[config.mk]
export PLATFORM = sky130hd
export DESIGN_NAME = convex_hull_2d_monotone_chain_top
export DESIGN_NICKNAME = d
export VERILOG_FILES = /design/src/sv/ch2d_pkg.sv /design/src/sv/convex_hull_2d_monotone_chain_top.sv
export SDC_FILE = /design/constraint.sdc
export NUM_CORES = 2
export LEC_CHECK = 0
export ABC_CLOCK_PERIOD_IN_PS = 12700
export BUFFER_PORTS_ARGS = -buffer_cell sky130_fd_sc_hd__clkbuf_2
export CAP_MARGIN = 20
export CORE_AREA = 2 2 596 598
export CTS_BUF_LIST = sky130_fd_sc_hd__clkbuf_4
export CTS_CLUSTER_DIAMETER = 200
export DETAILED_ROUTE_END_ITERATION = 8
export DIE_AREA = 0 0 598 600
export PLACE_DENSITY = 0.53
export SYNTH_ARGS = -nofsm -noshare
export SYNTH_HDL_FRONTEND = slang
export SYNTH_SLANG_ARGS = --single-unit
export TNS_END_PERCENT = 50
[constraint.sdc]
create_clock -name clk_i -period 12.7 [get_ports clk_i]
set_input_delay 1.27 -clock clk_i [delete_from_list [all_inputs] [get_ports clk_i]]
set_output_delay 1.27 -clock clk_i [all_outputs]
set_load 0.02 [all_outputs]
[src/sv/ch2d_pkg.sv]
package ch2d_pkg;

  localparam int MaxPoints = 64;
  localparam int IdxW      = $clog2(MaxPoints);
  localparam int CntW      = IdxW + 1;

  typedef struct packed {
    logic signed [15:0] px;
    logic signed [15:0] py;
    logic               last_point;
  } in_item_t;

  typedef struct packed {
    logic [IdxW-1:0] hull_index;
    logic            last_vertex;
  } out_item_t;

  typedef enum logic [4:0] {
    ST_IDLE,
    ST_RI,
    ST_LI,
    ST_RJ,
    ST_CJ,
    ST_FIN,
    ST_C_RO,
    ST_C_RP,
    ST_C_LP,
    ST_M1,
    ST_M2,
    ST_M3,
    ST_PUSH,
    ST_POP,
    ST_P1,
    ST_P2,
    ST_P3,
    ST_E_RD,
    ST_E_OUT,
    ST_SGL_RD,
    ST_SGL_OUT
  } st_e;

endpackage

[src/sv/convex_hull_2d_monotone_chain_top.sv]
// channel  | direction | handshake             | payload
// ---------+-----------+-----------------------+------------------------------
// point    | in        | start high, busy low  | item_i  (px, py, last_point)
// hull     | out       | strobe_o, one cycle   | result_o (hull_index, last_vertex)
//
// a point without last_point is stored, if the store has room, and busy stays low
// the last point runs the hull over the n held points: it marks coincident
// points and ranks the rest, then builds each chain by pushes and pops on
// the shared multiplier and emits the vertices of that chain
// reset clears the sequencer, point count and strobe; the stores hold no reset
// the receiver cannot stall, each result shows for one cycle only
module convex_hull_2d_monotone_chain_top
  import ch2d_pkg::*;
(
  input  logic      clk_i,
  input  logic      rst_ni,
  input  logic      start,
  output logic      busy,
  input  in_item_t  item_i,
  output logic      strobe_o,
  output out_item_t result_o
);

  // point stores and working lists
  logic signed [15:0] xmem [MaxPoints];
  logic signed [15:0] ymem [MaxPoints];
  logic [IdxW-1:0]    ordmem [MaxPoints];
  logic [IdxW-1:0]    stkmem [MaxPoints];

  st_e state_q, state_d;

  logic [CntW-1:0] cnt_q, cnt_d, n_q, n_d, m_q, m_d;
  logic [CntW-1:0] i_q, i_d, j_q, j_d, t_q, t_d, s_q, s_d, e_q, e_d;
  logic [IdxW-1:0] rank_q, rank_d;
  logic            found_q, found_d, pass_q, pass_d, upper_q, upper_d;
  logic [MaxPoints-1:0] dup_q, dup_d;

  // candidate point of the scans and of the chain
  logic signed [15:0] pix_q, pix_d, piy_q, piy_d;
  logic signed [15:0] pcx_q, pcx_d, pcy_q, pcy_d;
  logic signed [15:0] topx_q, topx_d, topy_q, topy_d;
  logic signed [15:0] secx_q, secx_d, secy_q, secy_d;
  logic [IdxW-1:0]    p_i_q, p_i_d, top_i_q, top_i_d, sec_i_q, sec_i_d;
  logic signed [33:0] prod1_q, prod1_d, prod2_q, prod2_d;

  // registered read ports
  logic signed [15:0] rx_q, ry_q;
  logic [IdxW-1:0]    ord_rd_q, stk_rd_q;
  logic [IdxW-1:0]    xy_addr, ord_addr, stk_addr;

  // write ports
  logic            xy_we, ord_we, stk_we;
  logic [IdxW-1:0] xy_wa, ord_wa, stk_wa, ord_wd, stk_wd;

  logic            strobe_q, strobe_d;
  out_item_t       res_q, res_d;

  // shared multiplier
  logic signed [16:0] mul_a, mul_b;
  logic signed [33:0] mul_p;

  logic [CntW-1:0] limit;
  logic            i_last, eq_ji, before_ji;
  logic signed [16:0] dax, day, dcx, dcy;

  assign mul_p = mul_a * mul_b;

  assign limit  = pass_q ? n_q : i_q;
  assign i_last = (i_q + CntW'(1)) == n_q;
  assign eq_ji  = (rx_q == pix_q) && (ry_q == piy_q);
  assign before_ji = (rx_q < pix_q) || ((rx_q == pix_q) && (ry_q > piy_q)) ||
                     (eq_ji && (j_q < i_q));

  // difference vectors about the stack top
  assign dax = 17'(pcx_q) - 17'(topx_q);
  assign day = 17'(pcy_q) - 17'(topy_q);
  assign dcx = 17'(secx_q) - 17'(topx_q);
  assign dcy = 17'(secy_q) - 17'(topy_q);

  assign busy     = state_q != ST_IDLE;
  assign strobe_o = strobe_q;
  assign result_o = res_q;

  always_ff @(posedge clk_i) begin
    if (xy_we) begin
      xmem[xy_wa] <= item_i.px;
      ymem[xy_wa] <= item_i.py;
    end
    rx_q <= xmem[xy_addr];
    ry_q <= ymem[xy_addr];
  end

  always_ff @(posedge clk_i) begin
    if (ord_we) begin
      ordmem[ord_wa] <= ord_wd;
    end
    ord_rd_q <= ordmem[ord_addr];
  end

  always_ff @(posedge clk_i) begin
    if (stk_we) begin
      stkmem[stk_wa] <= stk_wd;
    end
    stk_rd_q <= stkmem[stk_addr];
  end

  // control state
  always_ff @(posedge clk_i or negedge rst_ni) begin
    if (!rst_ni) begin
      state_q  <= ST_IDLE;
      cnt_q    <= '0;
      strobe_q <= 1'b0;
    end else begin
      state_q  <= state_d;
      cnt_q    <= cnt_d;
      strobe_q <= strobe_d;
    end
  end

  // working registers, written before they are read
  always_ff @(posedge clk_i) begin
    n_q     <= n_d;
    m_q     <= m_d;
    i_q     <= i_d;
    j_q     <= j_d;
    t_q     <= t_d;
    s_q     <= s_d;
    e_q     <= e_d;
    rank_q  <= rank_d;
    found_q <= found_d;
    pass_q  <= pass_d;
    upper_q <= upper_d;
    dup_q   <= dup_d;
    pix_q   <= pix_d;
    piy_q   <= piy_d;
    pcx_q   <= pcx_d;
    pcy_q   <= pcy_d;
    topx_q  <= topx_d;
    topy_q  <= topy_d;
    secx_q  <= secx_d;
    secy_q  <= secy_d;
    p_i_q   <= p_i_d;
    top_i_q <= top_i_d;
    sec_i_q <= sec_i_d;
    prod1_q <= prod1_d;
    prod2_q <= prod2_d;
    res_q   <= res_d;
  end

  always_comb begin
    state_d  = state_q;
    cnt_d    = cnt_q;
    n_d      = n_q;
    m_d      = m_q;
    i_d      = i_q;
    j_d      = j_q;
    t_d      = t_q;
    s_d      = s_q;
    e_d      = e_q;
    rank_d   = rank_q;
    found_d  = found_q;
    pass_d   = pass_q;
    upper_d  = upper_q;
    dup_d    = dup_q;
    pix_d    = pix_q;
    piy_d    = piy_q;
    pcx_d    = pcx_q;
    pcy_d    = pcy_q;
    topx_d   = topx_q;
    topy_d   = topy_q;
    secx_d   = secx_q;
    secy_d   = secy_q;
    p_i_d    = p_i_q;
    top_i_d  = top_i_q;
    sec_i_d  = sec_i_q;
    prod1_d  = prod1_q;
    prod2_d  = prod2_q;
    res_d    = res_q;
    strobe_d = 1'b0;
    xy_addr  = '0;
    ord_addr = '0;
    stk_addr = '0;
    xy_we    = 1'b0;
    xy_wa    = cnt_q[IdxW-1:0];
    ord_we   = 1'b0;
    ord_wa   = rank_q;
    ord_wd   = i_q[IdxW-1:0];
    stk_we   = 1'b0;
    stk_wa   = s_q[IdxW-1:0];
    stk_wd   = p_i_q;
    mul_a    = dax;
    mul_b    = dcy;

    case (state_q)
      ST_IDLE: begin
        if (start) begin
          // a full store drops the point
          if (!cnt_q[IdxW]) begin
            xy_we = 1'b1;
            cnt_d = cnt_q + CntW'(1);
          end
          if (item_i.last_point) begin
            n_d     = cnt_q[IdxW] ? cnt_q : cnt_q + CntW'(1);
            cnt_d   = '0;
            i_d     = '0;
            m_d     = '0;
            pass_d  = 1'b0;
            state_d = ST_RI;
          end
        end
      end
      // pass one marks coincident points, pass two ranks the survivors
      ST_RI: begin
        xy_addr = i_q[IdxW-1:0];
        if (pass_q && dup_q[i_q[IdxW-1:0]]) begin
          state_d = ST_FIN;
        end else begin
          state_d = ST_LI;
        end
      end
      ST_LI: begin
        pix_d   = rx_q;
        piy_d   = ry_q;
        j_d     = '0;
        found_d = 1'b0;
        rank_d  = '0;
        state_d = (limit == '0) ? ST_FIN : ST_RJ;
      end
      ST_RJ: begin
        xy_addr = j_q[IdxW-1:0];
        state_d = ST_CJ;
      end
      ST_CJ: begin
        if (!pass_q) begin
          if (eq_ji) begin
            found_d = 1'b1;
          end
        end else if (!dup_q[j_q[IdxW-1:0]] && before_ji) begin
          rank_d = rank_q + IdxW'(1);
        end
        j_d     = j_q + CntW'(1);
        state_d = ((j_q + CntW'(1)) == limit) ? ST_FIN : ST_RJ;
      end
      ST_FIN: begin
        if (!pass_q) begin
          dup_d[i_q[IdxW-1:0]] = found_q;
          if (!found_q) begin
            m_d = m_q + CntW'(1);
          end
        end else if (!dup_q[i_q[IdxW-1:0]]) begin
          ord_we = 1'b1;
        end
        if (i_last) begin
          i_d = '0;
          if (!pass_q) begin
            pass_d  = 1'b1;
            state_d = ST_RI;
          end else if (m_q == CntW'(1)) begin
            state_d = ST_SGL_RD;
          end else begin
            upper_d = 1'b0;
            t_d     = '0;
            s_d     = '0;
            state_d = ST_C_RO;
          end
        end else begin
          i_d     = i_q + CntW'(1);
          state_d = ST_RI;
        end
      end
      // chain build over the sorted list, forward then backward
      ST_C_RO: begin
        if (t_q == m_q) begin
          e_d     = '0;
          state_d = ST_E_RD;
        end else begin
          ord_addr = upper_q ? IdxW'(m_q - CntW'(1) - t_q) : t_q[IdxW-1:0];
          state_d  = ST_C_RP;
        end
      end
      ST_C_RP: begin
        xy_addr = ord_rd_q;
        p_i_d   = ord_rd_q;
        state_d = ST_C_LP;
      end
      ST_C_LP: begin
        pcx_d   = rx_q;
        pcy_d   = ry_q;
        state_d = (s_q >= CntW'(2)) ? ST_M1 : ST_PUSH;
      end
      ST_M1: begin
        mul_a   = dax;
        mul_b   = dcy;
        prod1_d = mul_p;
        state_d = ST_M2;
      end
      ST_M2: begin
        mul_a   = day;
        mul_b   = dcx;
        prod2_d = mul_p;
        state_d = ST_M3;
      end
      ST_M3: begin
        // strictly positive turn keeps the top
        state_d = (prod1_q > prod2_q) ? ST_PUSH : ST_POP;
      end
      ST_PUSH: begin
        stk_we  = 1'b1;
        sec_i_d = top_i_q;
        secx_d  = topx_q;
        secy_d  = topy_q;
        top_i_d = p_i_q;
        topx_d  = pcx_q;
        topy_d  = pcy_q;
        s_d     = s_q + CntW'(1);
        t_d     = t_q + CntW'(1);
        state_d = ST_C_RO;
      end
      ST_POP: begin
        s_d     = s_q - CntW'(1);
        top_i_d = sec_i_q;
        topx_d  = secx_q;
        topy_d  = secy_q;
        state_d = ((s_q - CntW'(1)) >= CntW'(2)) ? ST_P1 : ST_PUSH;
      end
      ST_P1: begin
        stk_addr = IdxW'(s_q - CntW'(2));
        state_d  = ST_P2;
      end
      ST_P2: begin
        xy_addr = stk_rd_q;
        sec_i_d = stk_rd_q;
        state_d = ST_P3;
      end
      ST_P3: begin
        secx_d  = rx_q;
        secy_d  = ry_q;
        state_d = ST_M1;
      end
      // emit all chain vertices but the final one
      ST_E_RD: begin
        if ((e_q + CntW'(1)) >= s_q) begin
          if (upper_q) begin
            state_d = ST_IDLE;
          end else begin
            upper_d = 1'b1;
            t_d     = '0;
            s_d     = '0;
            state_d = ST_C_RO;
          end
        end else begin
          stk_addr = e_q[IdxW-1:0];
          state_d  = ST_E_OUT;
        end
      end
      ST_E_OUT: begin
        strobe_d          = 1'b1;
        res_d.hull_index  = stk_rd_q;
        res_d.last_vertex = upper_q && ((e_q + CntW'(2)) == s_q);
        e_d               = e_q + CntW'(1);
        state_d           = ST_E_RD;
      end
      ST_SGL_RD: begin
        ord_addr = '0;
        state_d  = ST_SGL_OUT;
      end
      ST_SGL_OUT: begin
        strobe_d          = 1'b1;
        res_d.hull_index  = ord_rd_q;
        res_d.last_vertex = 1'b1;
        state_d           = ST_IDLE;
      end
      default: begin
        state_d = ST_IDLE;
      end
    endcase
  end

endmodule

==> flow_metrics.py <==
metrics = {
    "detailed_routing": {
        "dr.pass1.iters": 6,
        "ant_nets": 0,
        "drt_iter0_drc": 7696,
        "vias": 81130,
        "wirelength_um": 385900,
        "wl_per_cell_um": 26.40,
        "viasPerCell": 5.549,
        "drc_errors": 0,
    },
    "die": {
        "die_area_um2": 358800,
        "core_um2": 351900,
        "io_pins": 45,
        "rows": 218,
        "die_height_um": 600,
        "start_util_pct": 39.97,
        "dieWidth_um": 598,
    },
    "critical_path": {
        "required_ns": 13.97,
        "cp_num_buf_inv": 6,
        "crit_slowest_cell": "inv_2",
        "cp-start-kind": "flip-flop",
        "slowest_delay_ns": 0.79,
        "crit_top_cell": "fa_1",
        "crit_family": "adder cells",
        "r2r-start": "state_q[1]",
        "r2r-end": "prod1_q[33]",
        "end_kind": "flip-flop",
        "reg2reg_slack_ns": 2.94,
        "worst-setup-path-type": "flip-flop to flip-flop",
        "crit_path_max_fanout": 54,
        "arrival_ns": 11.02,
        "worstRegToRegCells": 25,
    },
    "synth": {
        "synth_cell_types": 81,
        "synth_flop_cell": "edfxtp_1",
        "ys_top_cells_by_count": "edfxtp_1 (3147), nand2_1 (801), nor2_1 (570)",
        "netlist.area_leader.share_pct": 67.19,
        "async_reset_ff_share_pct": 0.4057,
        "synth_nets": 9265,
        "yosysWarnings": 0,
        "ys_ff_latch": 3204,
        "synth_fa_ha_area_share_pct": 6.523,
        "synth_most_common_cell": "edfxtp_1",
        "synthMuxAreaShare_pct": 10.27,
        "synth-compound-area-share_pct": 5.030,
        "synthCells": 8677,
        "synth_area_per_cell_um2": 16.21,
        "synth-simple-area-share_pct": 6.561,
        "yosys-top-cells-area": "edfxtp_1 (67%), mux4_2 (8.5%), fa_1 (4.3%)",
        "synth_top_family_by_area": "multiplexers",
        "yosys.area.top_type": "edfxtp_1",
        "syn_area_um2": 140600,
        "synth-edff-count": 3147,
        "synth_xor_area_share_pct": 0.9528,
        "yosysSeqAreaShare_pct": 68.05,
    },
    "power": {
        "p_int_uw": 16140,
        "ir_drop_uv": 94.46,
        "power.leakage_uw": 0.05398,
        "power_switching_uw": 4316,
        "clkPwrFrac_pct": 42.9,
        "power_density_nw_per_um2": 129.4,
        "combPwrFrac_pct": 0.7,
        "switching_share_pct": 21.10,
        "p_seq_share_pct": 56.4,
        "p_total_uw": 20450,
    },
    "flow_run": {
        "drv_cap": 0,
    },
    "sta": {
        "hold_viol": 0,
        "period_needed_ns": 9.756,
        "max_freq_ghz": 0.1025,
        "setup_viol": 0,
        "finClkSkew_ns": 0.2681,
        "final.setup.tns_ns": 0,
        "slew_headroom_pct": 11.76,
        "drv_slew": 0,
        "worst_pin_slew_ns": 1.324,
        "period_share_pct": 76.82,
        "rsz0062_at_grt": "false",
    },
    "placement": {
        "gp_congestion": 0.8687,
        "io_buffers": 44,
        "hpwl_um": 231100,
    },
    "global_route": {
        "grt_max_degree": 127,
        "grt_overflow": 0,
        "grt_use_total_pct": 21.29,
        "antenna_found_initial": 19,
        "grt_pass1_wl_um": 562000,
        "first_global_vias": 83780,
    },
    "clocking": {
        "cts_max_path_buffers": 4,
        "h-tree-depth": 6,
        "cts_setup_buffers": 0,
        "cts.sinks": 3204,
        "path_clk_slew_ns": 0.07,
        "clkLatencyLatePin_ns": 1.63,
        "cts_root_buf": "clkbuf_4",
        "cts_tree": "yes",
        "cts_inserted_buffers": 823,
    },
    "final_layout": {
        "fill_cells": 31250,
        "area_growth_pct": 12.43,
        "layout-drive-gt1-share_pct": 23.05,
        "multi_input_area_um2": 41980,
        "nets": 9959,
        "regArea_um2": 95710,
    },
    "outcome": {
        "outcome": "completed",
    },
    "min_path": {
        "hold_class": "input pin to asynchronous set/reset pin",
    },
}
-- cell families (layout without fill, tap and decap cells) --
family	after synthesis	in the layout
DFF	3204	3204
adders and majority gates	552	552
AOI/OAI and AO/OA	1002	1002
muxes	774	774
xor gates and xnor gates	153	153
other	0	32
buffers and inverters	921	2213
and+or+nand+nor	2071	2071
-- registers in the layout (all words and copies together), names as in the netlist, 34 cells and up --
register and cells:
stkmem 384, prod2_q 34, dup_q 64, prod1_q 34, ymem 1024, ordmem 384
xmem 1024
-- area by class of cell --
type                       instances  share of cell area, %
sequential                      3204                  60.53
tap                             4620                  3.656
clock buffer                    1224                  5.811
clock inverter                   199                 0.7604
timing repair buffer             309                  1.505
multi-input combinational       4552                  26.55
antenna                           32                0.05064
inverter                         481                  1.142
-- layer usage --
metal / vias to the layer above / wire length (um) / global-route usage (%)
met4: 6 / 10880 / 6.963
met3: 613 / 27000 / 3.789
met5: - / 34 / 0
li1: 35300 / - / -
met2: 3135 / 182000 / 34.25
met1: 42070 / 166000 / 29.35
-- power by group through the flow --
stage | Combinational, uW | Clock, uW | Sequential [uW]
floorplan | 0.290 | 0 | 11800
global placement | 129 | 0 | 11800
detailed placement | 139 | 0 | 11800
CTS | 139 | 9020 | 11500
global route | 148 | 9530 | 11500
finish | 139 | 8770 | 11500
-- cell usage in the layout (no fill, tap or decap), types with 30 or more instances in the layout --
cell and count:
mux2i_1 199, a22o_1 58, buf_4 247, clkinv_1 133, mux4_2 531, a211oi_1 30, a21o_1 50, a221oi_1 82
a31oi_1 61, o211ai_1 56, xnor2_1 90, edfxtp_1 3147, a21oi_1 181, o311ai_0 36, nor2_4 70, nor3_1 137
o22ai_1 49, inv_1 476, nor2_1 499, o21ai_0 111, ha_1 250, a22oi_1 97, clkbuf_4 1226, and3_1 52
or3_1 51, nand3_1 203, xor2_1 63, nand2_1 800, fa_1 302, mux2_2 44, nor2b_1 48, clkbuf_2 44
and2_1 55, diode_2 32, dfxtp_1 44, nand4_1 37
-- worst max path at each step --
stage	startpoint	end	slack, ns	cells past startpoint
floorplan	pcx_q[0]	prod1_q[33]	3.97	35
global placement	state_q[1]	prod1_q[33]	2.97	30
detailed placement	state_q[1]	prod1_q[33]	2.93	25
CTS	state_q[1]	prod1_q[33]	2.88	25
global route	state_q[1]	prod1_q[33]	2.16	25
finish	state_q[1]	prod1_q[33]	2.94	25
-- what timing repair did --
item	4_1_cts	5_1_grt
hold endpoints to repair	19	0
hold buffers	2	0
resized for setup	0	0
-- stage by stage --
stage / std cells / hold slack, ns / area, um2 / setup WS [ns] / util, %
after floorplan: 8677 / 0.4256 / 140600 / 3.967 / -
after global placement: 13160 / 0.4715 / 147500 / 2.973 / 41.92
after detailed placement: 13160 / 0.4644 / 147600 / 2.933 / 41.94
after CTS: 14580 / 0.01418 / 158000 / 2.882 / 44.90
after global routing: 14590 / 0.1634 / 158100 / 2.155 / 44.92
final: 14620 / 0.1928 / 158100 / 2.944 / 44.94
(Power assumes the default switching activity.)
